===== src/rfrl_pkg.sv =====
// Shared types and constants for the ring FIFO linear resampler.
// Used by rfrl_interp and ring_fifo_linear_resampler_unit.
package rfrl_pkg;

    // Default sizes
    localparam int DEF_STORE_DEPTH     = 4096;
    localparam int DEF_SAMPLE_BITS     = 16;
    localparam int DEF_PHASE_FRAC_BITS = 16;

    // Nominal rates that set the phase step after reset (source / output)
    localparam int SRC_RATE_HZ = 12000;
    localparam int OUT_RATE_HZ = 48000;

    // Steering from the sequencer to the interpolation datapath
    typedef struct packed {
        logic load_diff;   // capture next - held
        logic use_held;    // store empty: next equals held, difference is zero
        logic load_prod;   // capture difference * phase fraction
    } interp_ctrl_t;

endpackage


===== src/rfrl_interp.sv =====
// Interpolation datapath: difference, registered product, floor shift and add.
// Depends on rfrl_pkg for interp_ctrl_t.
module rfrl_interp #(
    parameter int SAMPLE_BITS     = 16,
    parameter int PHASE_FRAC_BITS = 16
) (
    input  logic                           clk,
    input  rfrl_pkg::interp_ctrl_t         ctrl,
    input  logic signed [SAMPLE_BITS-1:0]  next_sample,
    input  logic signed [SAMPLE_BITS-1:0]  held_sample,
    input  logic [PHASE_FRAC_BITS-1:0]     phase_frac,
    output logic signed [SAMPLE_BITS-1:0]  result
);
    import rfrl_pkg::*;

    localparam int DIFF_W = SAMPLE_BITS + 1;
    localparam int PROD_W = DIFF_W + PHASE_FRAC_BITS + 1;

    logic signed [DIFF_W-1:0]  diff_reg;
    logic signed [DIFF_W-1:0]  diff_next;
    logic signed [PROD_W-1:0]  prod_reg;
    logic signed [PROD_W-1:0]  prod_next;
    logic signed [DIFF_W-1:0]  prod_scaled;
    logic signed [DIFF_W-1:0]  sum;

    // Difference; zero when the store is empty
    assign diff_next = ctrl.use_held ? '0
                     : (DIFF_W'(next_sample) - DIFF_W'(held_sample));

    // Signed difference times unsigned fraction
    assign prod_next = PROD_W'(diff_reg) * PROD_W'($signed({1'b0, phase_frac}));

    always_ff @(posedge clk)
    begin
        if (ctrl.load_diff)
        begin
            diff_reg <= diff_next;
        end
        if (ctrl.load_prod)
        begin
            prod_reg <= prod_next;
        end
    end

    // Arithmetic shift gives floor; the sum always lies between held and next
    assign prod_scaled = prod_reg[PHASE_FRAC_BITS +: DIFF_W];
    assign sum         = DIFF_W'(held_sample) + prod_scaled;
    assign result      = sum[SAMPLE_BITS-1:0];

endmodule


===== config.mk =====
export PLATFORM = sky130hd
export DESIGN_NAME = rfrl_interp
export DESIGN_NICKNAME = d
export VERILOG_FILES = /design/src/rfrl_pkg.sv /design/src/rfrl_interp.sv
export SDC_FILE = /design/constraint.sdc
export NUM_CORES = 1
export LEC_CHECK = 0
export ABC_AREA = 1
export BUFFER_PORTS_ARGS = -buffer_cell sky130_fd_sc_hd__buf_2
export CORE_MARGIN = 2
export CORE_UTILIZATION = 55
export DETAILED_ROUTE_END_ITERATION = 6
export PLACE_DENSITY = 0.73
export SLEW_MARGIN = 10
export SYNTH_ARGS = -nofsm -noshare
export SYNTH_HDL_FRONTEND = slang
export SYNTH_SLANG_ARGS = --single-unit

===== constraint.sdc =====
create_clock -name clk -period 15.8 [get_ports clk]
set_clock_uncertainty 0.1 [all_clocks]
set_input_delay 3.16 -clock clk [delete_from_list [all_inputs] [get_ports clk]]
set_output_delay 3.16 -clock clk [all_outputs]
set_load 0.02 [all_outputs]

==> Word-level counts from Yosys, hierarchy flattened <==
Cells that the tools add are included.
{ "op_classes": {"n_addsub": 2, "mul": 1} }
{ "op_table": {"columns": ["operator", "n"], "rows": [
  ["multiplier 17 x 17 -> 32 bit", 1],
  ["subtractor 16 x 16 -> 17 bit", 1],
  ["adder 16 bit", 1]
]} }
{ "word_totals": {"reg_bits": 49, "in_bits": 52, "wordCells": 5} }

==> Logic depth before layout (Yosys ltp) <==
Gate-level depths: netlist of run 1.
{ "depth": {"ltp_word": 1, "ltp_mapped": 27, "depth_no_buf": 25} }

==> Least setup slack after synthesis of run 1 <==
OpenSTA, ideal clock, no wires.
{ "synth_timing": {"path_type": "input to register", "start": "in phase_frac[6]", "end": "reg prod_reg[30] (data pin)", "setup_ns": 0.252, "arrival_ns": 8.112, "required_ns": 15.448, "setup_slack_ns": 7.336, "path_stages": 24, "path_buffers": 2, "path_cell_list": "clkbuf_1 -> clkbuf_1 -> nand2_1 -> inv_1 -> fa_1 -> inv_1 -> fa_1 -> inv_1 -> fa_1 -> inv_1 -> fa_1 -> inv_1 -> fa_1 -> inv_1 -> fa_1 -> inv_1 -> ha_1 -> inv_1 -> nor3_1 -> nand2_1 -> a21oi_1 -> nor2_1 -> nand3_1 -> nand2_1"} }
{ "synth_between": {"elab_chain_len": 1} }
{ "synth_lines": {"columns": ["item", "line", "source"], "rows": [
  ["start: declaration", "rfrl_interp.sv:11", "input logic [PHASE_FRAC_BITS-1:0] phase_frac,"],
  ["multiplier 17 x 17 -> 32 bit", "rfrl_interp.sv:31", "assign prod_next = PROD_W'(diff_reg) * PROD_W'($signed({1'b0, phase_frac}));"],
  ["via prod_next[30]", "rfrl_interp.sv:22", "logic signed [PROD_W-1:0] prod_next;"],
  ["end signal: assignment", "rfrl_interp.sv:41", "prod_reg <= prod_next;"],
  ["end: declaration", "rfrl_interp.sv:21", "logic signed [PROD_W-1:0] prod_reg;"]
]} }
The timed path passes the listed nets, and every way through them passes these cells.
A chain may end at the register's enable or synchronous reset.

==> Worst setup path after layout of run 1 <==
{ "layout_timing": {"start": "in phase_frac[2]", "end": "reg prod_reg[29] (data pin)"} }
The elaborated chain is that of the path after synthesis.

==> results.md, run 1 <==
* Io pins at 68
* Critical Path Max Stage Delay at about 0.53 ns
* Global-route wire length before repair at 55.4 mm
* Ys async rst share at 0%
* Syn Area/Cell at about 7.5 µm²
* Vias per inst at approximately 5.1
* Wire per inst at approximately 15 µm
* Area of the multi-input gates at 10,300 µm²
* Critical Path RT at 15.73 ns
* Cells on Worst Hold Path at 9
* Top-area cell type share of the netlist area at 39.4%
* Core area at approximately 24,000 µm²
* Reg-to-reg setup timing slack at roughly 9.5 ns
* Clk root buf: clkbuf_16
* Netlist Area Pre-Place at around 14,000 µm²
* Port-buffer cells at 67
* Fillcell total at 2,295
* H-tree levels at 2
* Tot GR Track Use at between 20% and 30%
* Pre-antenna DRT Iters at 6
* Antenna viol nets, final at 0
* Synth area leader: fa_1
* Clock Latency Late Sink at approximately 0.28 ns
* Post-CTS sizing at 0
* Detailed placer's ending HPWL at between 20 and 30 mm
* Slew Viols, Final at 0
* Chip Width at around 160 µm
* Ys Warns at 0
* Worst Path Buf+Inv at 6
* Initial antenna violation count at 0
* Pin count of the biggest net entering global routing at 19
* Via count at ~11k
* Grt total ovfl at 0
* Post-route minimum period at between 8 and 9 ns
* CP Depth at 22
* Clock transition at path regs at ~0.06 ns
* Arr. time, crit path at around 8.6 ns
* Post-synth EDFFs at 33
* Worst R2R Path Depth at 21
* Synth area leaders: fa_1, inv_1, nand2_1
* Die H at between 150 and 200 µm
* Critical Path End Type: flop
* Slowest stage cell, crit path: fa_1
* Max reg flops at 17
* Yosys reg bits at 33
* Hold Fails Final Rpt at 0
* Worst Path Max Fanout at 17
* Count of cell types in the netlist at 36
* Sequential cell area at 991 µm²
* Total Routed Length at between 30 and 40 mm
* Cell Rows at 57
* Share of layout cells above drive strength 1 at roughly 6.2%
* Gate Count Post-Synth at 1,809
* Final worst path period share at between 50% and 60%
* Antenna cells at 0
* Setup CP Type: input port to flop
* CTS tree: built
* Syn nets at about 2.2k
* Hold Path Class: flop to flop
* CP top delay family: adder cells
* Max Freq at between 100 and 150 MHz
* Crit-path cells: buf_2 > nand2_1 > inv_1 > fa_1 > inv_1 > fa_1 > inv_1 > fa_1 > fa_1 > fa_1 > inv_1 > fa_1 > inv_1 > ha_1 > a21oi_1 > o21ai_0 > nand2_1 > nand2_1 > a21oi_1 > nand2_1 > nand2_1 > nand2_1
* RSZ-0062 raised after global routing: no
* Rel. slew slack at a little under half
* CTS Sinks at 33
* # DRC at 0
* Initial Util at 55.9%
* Max Cap Viol at 0
* Vias in the first global route at roughly 11k
* Final setup fails at 0
* Least-Margin Pin Slew at 0.821 ns
* Primary FF master, synth: edfxtp_1
* Setup TNS at 0 ns
* Area Growth Syn to Fin at 4.60%
* Iter 0 DRT Violations at 721
* Die area at between 20,000 and 30,000 µm²
* Total CTS buffers at 5
* Max Root-Sink Buffers at 2
* GP Congestion at between 0.9 and 1
* Post-CTS Setup Bufs at 0
* Layout Nets at 2,248
* Crit path launch type: input port
* Post-synthesis sequential area ratio at 7.31%
* # hold bufs at CTS at 0
* Status: finished clean
-- worst paths after layout --
| path | start | end |
|---|---|---|
| setup / recovery | phase_frac[2] | prod_reg[29] |
| hold / removal | diff_reg[16] | prod_reg[31] |
| setup reg to reg | diff_reg[16] | prod_reg[29] |
| hold reg to reg | diff_reg[16] | prod_reg[31] |
-- final cells by class --
cell class,instances,area share [%]
Sequential cell,33,6.99
Inverter,531,14.1
Clock buffer,6,0.909
Multi-Input combinational cell,1180,72.8
Timing Repair Buffer,67,2.36
Tap cell,324,2.86
Clock inverter,2,0.0706
-- cells in the mapped netlist, drive strengths merged, types with 2 or more instances --
master    n
a21o      5
nor2     80
a31oi     4
nand3b    3
o31ai     2
nand4     6
ha      111
a21boi    3
o21a      4
nor3     11
fa      267
clkbuf   62
xnor2     9
o21bai    6
inv     530
o21ai    32
xor2     16
nand3    60
nand2   487
o211ai    2
edfxtp   33
buf       3
a21oi    68
or2       2
-- metal layers --
layer	global-route usage, %	share of wire, %
met5	0	0
met4	5.19	1.8
met1	36.7	42
met2	47.0	51
met3	2.88	5.2
-- kinds of logic after synthesis --
group	count (synthesis)	synth area share (%)
AOI/OAI and AO/OA	126	5.23
xor gates and xnor gates	25	1.61
adders and majority gates	378	49.7
buffers and inverters	596	16.6
DFF	33	7.31
and+or+nand+nor	651	19.6
-- worst register-to-register path: cells and delay by family (launching register included) --
kind | cells | cell delay, ns
buffers and inverters | 5 | 0.74
AO/OA/AOI/OAI | 3 | 0.54
AND/OR/NAND/NOR | 6 | 0.45
flip-flops | 1 | 0.81
adder cells (fa/ha/maj) | 7 | 3.40
-- per-stage QoR --
| stage | hold WS, ns | cells | worst slack [ns] | cell area [µm²] | util (%) |
|---|---|---|---|---|---|
| after global placement | 1.45 | 2135 | 7.04 | 14000 | 57.9 |
| after CTS | 1.48 | 2143 | 7.20 | 14200 | 58.5 |
| after floorplan | 0.997 | 1809 | 7.34 | 13600 | - |
| after detailed placement | 1.46 | 2135 | 6.91 | 14000 | 57.9 |
| final | 1.50 | 2143 | 7.18 | 14200 | 58.5 |
| after global routing | 1.63 | 2143 | 6.75 | 14200 | 58.5 |
-- cells in the final DEF (no fill, tap or decap) --
cell / instances
inv_1: 524
nand2_1: 473
fa_1: 267
ha_1: 111
nor2_1: 74
a21oi_1: 67
buf_2: 67
nand3_1: 57
edfxtp_1: 33
o21ai_0: 24
xor2_1: 16
nand2_2: 14
xnor2_1: 9
o21ai_1: 6
o21bai_1: 6
inv_2: 6
nor2_2: 6
nand4_1: 6
nor3_1: 6
nor3_2: 5
a21o_1: 5
clkbuf_16: 5
o21a_1: 4
a31oi_1: 4
nand3b_1: 3
nand3_2: 3
a21boi_2: 2
or2_1: 2
o31ai_1: 2
o21ai_2: 2
o211ai_1: 2
clkinv_2: 2
and3_1: 1
clkinv_1: 1
a21boi_0: 1
nor4_1: 1
a21oi_2: 1
clkbuf_1: 1
Power of run 1 is left out: the tool's default activity adds up to more than one toggle a clock period on the data nets, which glitch-free logic cannot reach.
==> inputs of run 2 (changes only) <==
--- a/config.mk
+++ b/config.mk
@@ -5,12 +5,12 @@
 export SDC_FILE = /design/constraint.sdc
 export NUM_CORES = 1
 export LEC_CHECK = 0
-export ABC_AREA = 1
+export ABC_AREA = 0
 export BUFFER_PORTS_ARGS = -buffer_cell sky130_fd_sc_hd__buf_2
 export CORE_MARGIN = 2
 export CORE_UTILIZATION = 55
 export DETAILED_ROUTE_END_ITERATION = 6
-export PLACE_DENSITY = 0.73
+export PLACE_DENSITY = 0.76
 export SLEW_MARGIN = 10
 export SYNTH_ARGS = -nofsm -noshare
 export SYNTH_HDL_FRONTEND = slang
==> constraint.sdc (replaced) <==
create_clock -name clk -period 6.9 [get_ports clk]
set_clock_uncertainty 0.1 [all_clocks]
set_input_delay 1.38 -clock clk [delete_from_list [all_inputs] [get_ports clk]]
set_output_delay 1.38 -clock clk [all_outputs]
set_load 0.02 [all_outputs]
==> run 2 against run 1 <==
Against the previous run:
- die area is 11% lower
- cell area is 4.9% lower
- clock-buffer cell count is 1 lower
- hold slack worse by 0.10 ns
- worst setup slack worse by 7.1 ns
- register-to-register slack worse by 9.0 ns
- critical path type unchanged
==> results.md, run 2 <==
* Dpl cells at between 1.5k and 2k
* DP Area at about 13,000 µm²
* Count of cell types in the netlist at 43
* Final worst path period share at between 90% and 100%
* Met2 Usage GRT at 44.9%
* Setup CP Type: input port to flop
* Met1 usage at 30.9%
* Primary FF master, synth: edfxtp_1
* Most common cell after layout, fill and taps aside: inv_1
* Syn nets at 1,742
* Area Growth Syn to Fin at 12.1%
* Non-filler cells, final at 1,706
* Ys async rst share at 0%
* Clock Latency Late Sink at approximately 0.28 ns
* Iter 0 DRT Violations at 407
* Detailed placer's ending HPWL at 23.1 mm
* Yosys reg bits at 33
* Core area at approximately 22,000 µm²
* Ys Warns at 0
* Wire per inst at around 16 µm
* Max Root-Sink Buffers at 2
* Chip Width at 152 µm
* Final setup fails at 0
* Post-synth EDFFs at 33
* GP Congestion at 0.888
* Clock transition at path regs at approximately 0.060 ns
* Netlist Area Pre-Place at roughly 12,000 µm²
* Max Cap Viol at 0
* Vias per inst at between 5 and 6
* Design Area, Final at between 10,000 and 15,000 µm²
* Clk root buf: clkbuf_16
* Top-area cell type share of the netlist area at about 44%
* Initial antenna violation count at 1
* Critical Path RT at around 6.8 ns
* CTS Sinks at 33
* Synth area leader: fa_1
* Status: finished clean
* Max reg flops at 17
* Share of layout cells above drive strength 1 at 13.0%
* Critical Path End Type: flop
* H-tree levels at 2
* Most Frequent Cell on Critical Path: fa_1
* Slew Viols, Final at 0
* Grt total ovfl at 0
* Vias in the first global route at a little under 10k
* Hold Fails Final Rpt at 0
* Io pins at 68
* Global-route wire length before repair at around 46 mm
* Cell Rows at 54
* Port-buffer cells at 67
* Worst Path Max Fanout at 8
* Commonest cells post-synth: inv_1, fa_1, nand2_1, and2_1, ha_1
* Least-Margin Pin Slew at roughly 0.75 ns
* Post-synthesis sequential area ratio at just over 8%
* Via count at 8,872
* Busiest layer in global routing: met2
* # DRC at 0
* Die H at approximately 150 µm
* Layout Nets at 1,855
* Critical Path Max Stage Delay at around 0.59 ns
* Arr. time, crit path at just under 7 ns
* RSZ-0062 raised after global routing: yes
* Total Routed Length at 26.7 mm
* Total CTS buffers at 5
* Worst R2R Path Depth at 19
* Crit path launch type: input port
* Die area at roughly 23,000 µm²
* Max Freq at 147 MHz
* Antenna viol nets, final at 0
* Antenna cells at 0
* Cells on Worst Hold Path at 3
* Pre-antenna DRT Iters at 5
* Gate Count Post-Synth at between 1k and 1.5k
* Most frequent cells in the layout: inv_1, fa_1, nand2_1, and2_1, ha_1
* Post-route minimum period at 6.82 ns
* Crit-path cells: buf_8 > and2_4 > fa_1 > inv_2 > fa_1 > fa_1 > fa_1 > inv_2 > fa_1 > fa_1 > ha_4 > a21oi_2 > nand3_1 > a211oi_2 > o41ai_4 > a41o_4 > nand3_4 > a21oi_4 > o211ai_1 > or3b_1
* Syn Area/Cell at ~9.2 µm²
* Cell with the most instances after synthesis: inv_1
* Met3 Usage GRT at 1.97%
* # hold bufs at CTS at 0
* Pin count of the biggest net entering global routing at 18
* CTS tree: built
* Hold Path Class: input port to flop
* Initial Util at a little under three fifths
* Slowest stage cell, crit path: fa_1
* Tot GR Track Use at ~24%
* Synth area leaders: fa_1, ha_1, inv_1
* Rel. slew slack at 50.1%
run 2: changes by cell type in the layout (fill, tap and decap cells not counted), moves of 8 or more:
cell | before | now
inv_1 | 524 | 345
nand3_1 | 57 | 9
o21ai_0 | 24 | 14
a21oi_1 | 67 | 25
nor2b_1 | 0 | 8
or3_1 | 0 | 8
xnor2_1 | 9 | 36
buf_4 | 0 | 75
nand2_1 | 473 | 167
nor2_1 | 74 | 30
and2_1 | 0 | 119
nand2_2 | 14 | 0
run 2: critical path, delay by kind of cell:
family	cells	cell delay (ns)
adders and majority gates	7	3.35
AOI/OAI and AO/OA	6	1.12
and+or+nand+nor	4	0.69
buffers and inverters	3	0.20
run 2: worst paths after layout:
check                      end  slack, ns      startpoint
hold / removal     diff_reg[0]       1.40  held_sample[0]
hold reg to reg   prod_reg[31]       1.46    diff_reg[16]
setup / recovery  prod_reg[31]       0.08   phase_frac[6]
setup reg to reg  prod_reg[31]       0.47     diff_reg[6]
run 2: logic make-up (layout without fill, tap and decap cells):
| family | Yosys count | count (layout) | synth area share [%] |
|---|---|---|---|
| AOI/OAI and AO/OA | 88 | 88 | 4.65 |
| xor gates and xnor gates | 50 | 50 | 3.64 |
| adders and majority gates | 378 | 378 | 56.0 |
| buffers and inverters | 385 | 499 | 12.0 |
| DFF | 33 | 33 | 8.24 |
| and+or+nand+nor | 378 | 378 | 15.5 |
run 2: final cells by class:
type	instances	area, µm²
Tap cell	280	350
Fill cell	1792	8140
Timing Repair Buffer	143	938
Sequential cell	33	991
Clock inverter	3	46.3
Clock buffer	5	125
Multi-Input combinational cell	894	9730
Inverter	348	1310
run 2: per-stage QoR:
stage                     hold slack (ns)  utilization, %  setup WS (ns)  setup TNS [ns]
after floorplan                     0.952               -         0.0150               0
final                                1.40            62.4         0.0804               0
after detailed placement             1.46            60.8         -0.471           -3.98
after global placement               1.46            60.8         -0.336           -2.49
after global routing                 1.41            62.4        -0.0992          -0.233
after CTS                            1.40            61.7         0.0113               0
run 2: routing by layer:
layer / wire (µm) / vias up
met4: 802 / 0
met3: 875 / 49
met5: 0 / -
li1: - / 4098
met2: 14200 / 220
met1: 10800 / 4505
run 2: timing repair:
| item | 4_1_cts | 5_1_grt |
|---|---|---|
| buffers inserted | 0 | 3 |
| endpoints found under the setup margin | 10 | 10 |
| gates resized for setup | 6 | 35 |
| pin swaps | 1 | 24 |
Power of run 2 is left out for the same reason.
==> inputs of run 3 (changes only) <==
--- a/config.mk
+++ b/config.mk
@@ -5,7 +5,7 @@
 export SDC_FILE = /design/constraint.sdc
 export NUM_CORES = 1
 export LEC_CHECK = 0
-export ABC_AREA = 0
+export ABC_AREA = 1
 export BUFFER_PORTS_ARGS = -buffer_cell sky130_fd_sc_hd__buf_2
 export CORE_MARGIN = 2
 export CORE_UTILIZATION = 55
==> run 3 against run 2 <==
Against the previous run:
- via count rose by 24%
- global-route usage up 1.7 points
- sequential share of layout area is 0.43 points lower
- critical path type unchanged
==> results.md, run 3 (synthesis results as in run 1) <==
* Status: finished clean
* Final worst path period share at between 90 and 100%
* Detailed placer's ending HPWL at 28.1 mm
* Slowest stage cell, crit path: fa_1
* Area Growth Syn to Fin at 5.55%
* Die H at roughly 160 µm
* CP top delay family: adder cells
* Worst Path Max Fanout at 16
* Critical Path End Type: flop
* Dpl cells at ~2.2k
* Least-Margin Pin Slew at roughly 0.77 ns
* Max Root-Sink Buffers at 2
* Reg-to-reg setup timing slack at between 0.8 and 0.9 ns
* Tot GR Track Use at a little over a quarter
* Setup TNS at 0 ns
* Max reg flops at 17
* Worst r2r src: diff_reg[16]
* Port-buffer cells at 67
* Pre-antenna DRT Iters at 5
* Share of layout cells above drive strength 1 at between 7 and 8%
* Final setup fails at 0
* Clock Latency Late Sink at between 0.2 and 0.3 ns
* # hold bufs at CTS at 0
* GP Congestion at ~0.97
* Io pins at between 60 and 70
* Initial Util at 55.9%
* Grt total ovfl at 0
* Post-CTS Setup Bufs at 0
* Hold Fails Final Rpt at 0
* Critical Path Max Stage Delay at around 0.59 ns
* Vias per inst at a little over 5
* Antenna cells at 0
* Global-route wire length before repair at 54.6 mm
* Hold Slack at about 1.3 ns
* Wire per inst at approximately 15 µm
* Most Frequent Cell on Critical Path: fa_1
* Worst Path Buf+Inv at 7
* Clk root buf: clkbuf_16
* CTS tree: built
* Layout Nets at ~2.3k
* Iter 0 DRT Violations at about 740
* Most common cell after layout, fill and taps aside: inv_1
* Clock transition at path regs at ~0.05 ns
* Initial antenna violation count at 0
* Die area at between 20,000 and 30,000 µm²
* DP Area at around 14,000 µm²
* Setup CP Type: input port to flop
* Max Cap Viol at 0
* Crit-path cells: buf_2 > buf_4 > nand2_1 > inv_1 > fa_1 > inv_1 > fa_1 > inv_1 > fa_1 > inv_1 > fa_1 > fa_1 > fa_1 > inv_1 > ha_1 > a21oi_1 > nor2_1 > nor2_1 > nand2_1 > nand3b_1 > xor2_1
* Antenna viol nets, final at 0
* Crit path launch type: input port
* Design Area, Final at between 10,000 and 15,000 µm²
* Rel. slew slack at a little under 50%
* Total CTS buffers at 5
* Vias in the first global route at between 10k and 15k
* Chip Width at 161 µm
* Post-route minimum period at 6.57 ns
* Via count at 11.0k
* Critical Path RT at ~6.8 ns
* Post-CTS sizing at 0
* Core area at 24,200 µm²
* Total Routed Length at between 30 and 40 mm
* Worst Setup SP: phase_frac[3]
* Hold Path Class: input port to flop
* Arr. time, crit path at approximately 6.5 ns
* Cell Rows at between 50 and 60
* Non-filler cells, final at between 2k and 2.5k
* Slew Viols, Final at 0
* H-tree levels at 2
* Max Freq at around 150 MHz
* RSZ-0062 raised after global routing: no
* # DRC at 0
* Worst hold start: ctrl[1]
* Most frequent cells in the layout: inv_1, nand2_1, fa_1, ha_1, nor2_1
* CTS Sinks at 33
* Pin count of the biggest net entering global routing at 19
## run 3: cell count changes in the layout (fill, tap and decap cells not counted), moves of 27 or more
cell,previous run,this run
buf_4,75,17
and2_1,119,0
nand2_1,167,473
nor2_1,30,74
a21oi_1,25,67
xnor2_1,36,9
inv_1,345,524
nand3_1,9,57
## run 3: final timing paths
check,to,cells past startpoint
max,prod_reg[21],21
min reg2reg,prod_reg[31],9
min,diff_reg[0],2
max reg2reg,prod_reg[30],22
## run 3: layout make-up
class	count	area [µm²]
multi-input cells	1180	10300
fillers	2256	9940
inverters	531	1990
flip-flops and latches	33	991
repair buffers	84	463
well taps	324	405
clock buffers	6	129
clock inverters	2	10.0
## run 3: per-layer routing
layer  vias up  wire length, µm  global-route usage (%)
met3        57             1740                    2.57
met2       333            15900                    44.8
li1       5267                -                       -
met4         0              758                    6.45
met5         -                0                       0
met1      5375            13400                    35.9
## run 3: through the flow
stage / setup WS (ns) / util [%]
2_1_floorplan: 0.216 / -
3_3_place_gp: 0.0687 / 58.5
3_5_place_dp: 0.0871 / 58.5
4_1_cts: 0.367 / 59.0
5_1_grt: 0.0779 / 59.0
6_report: 0.326 / 59.0
Power of run 3 is left out for the same reason.
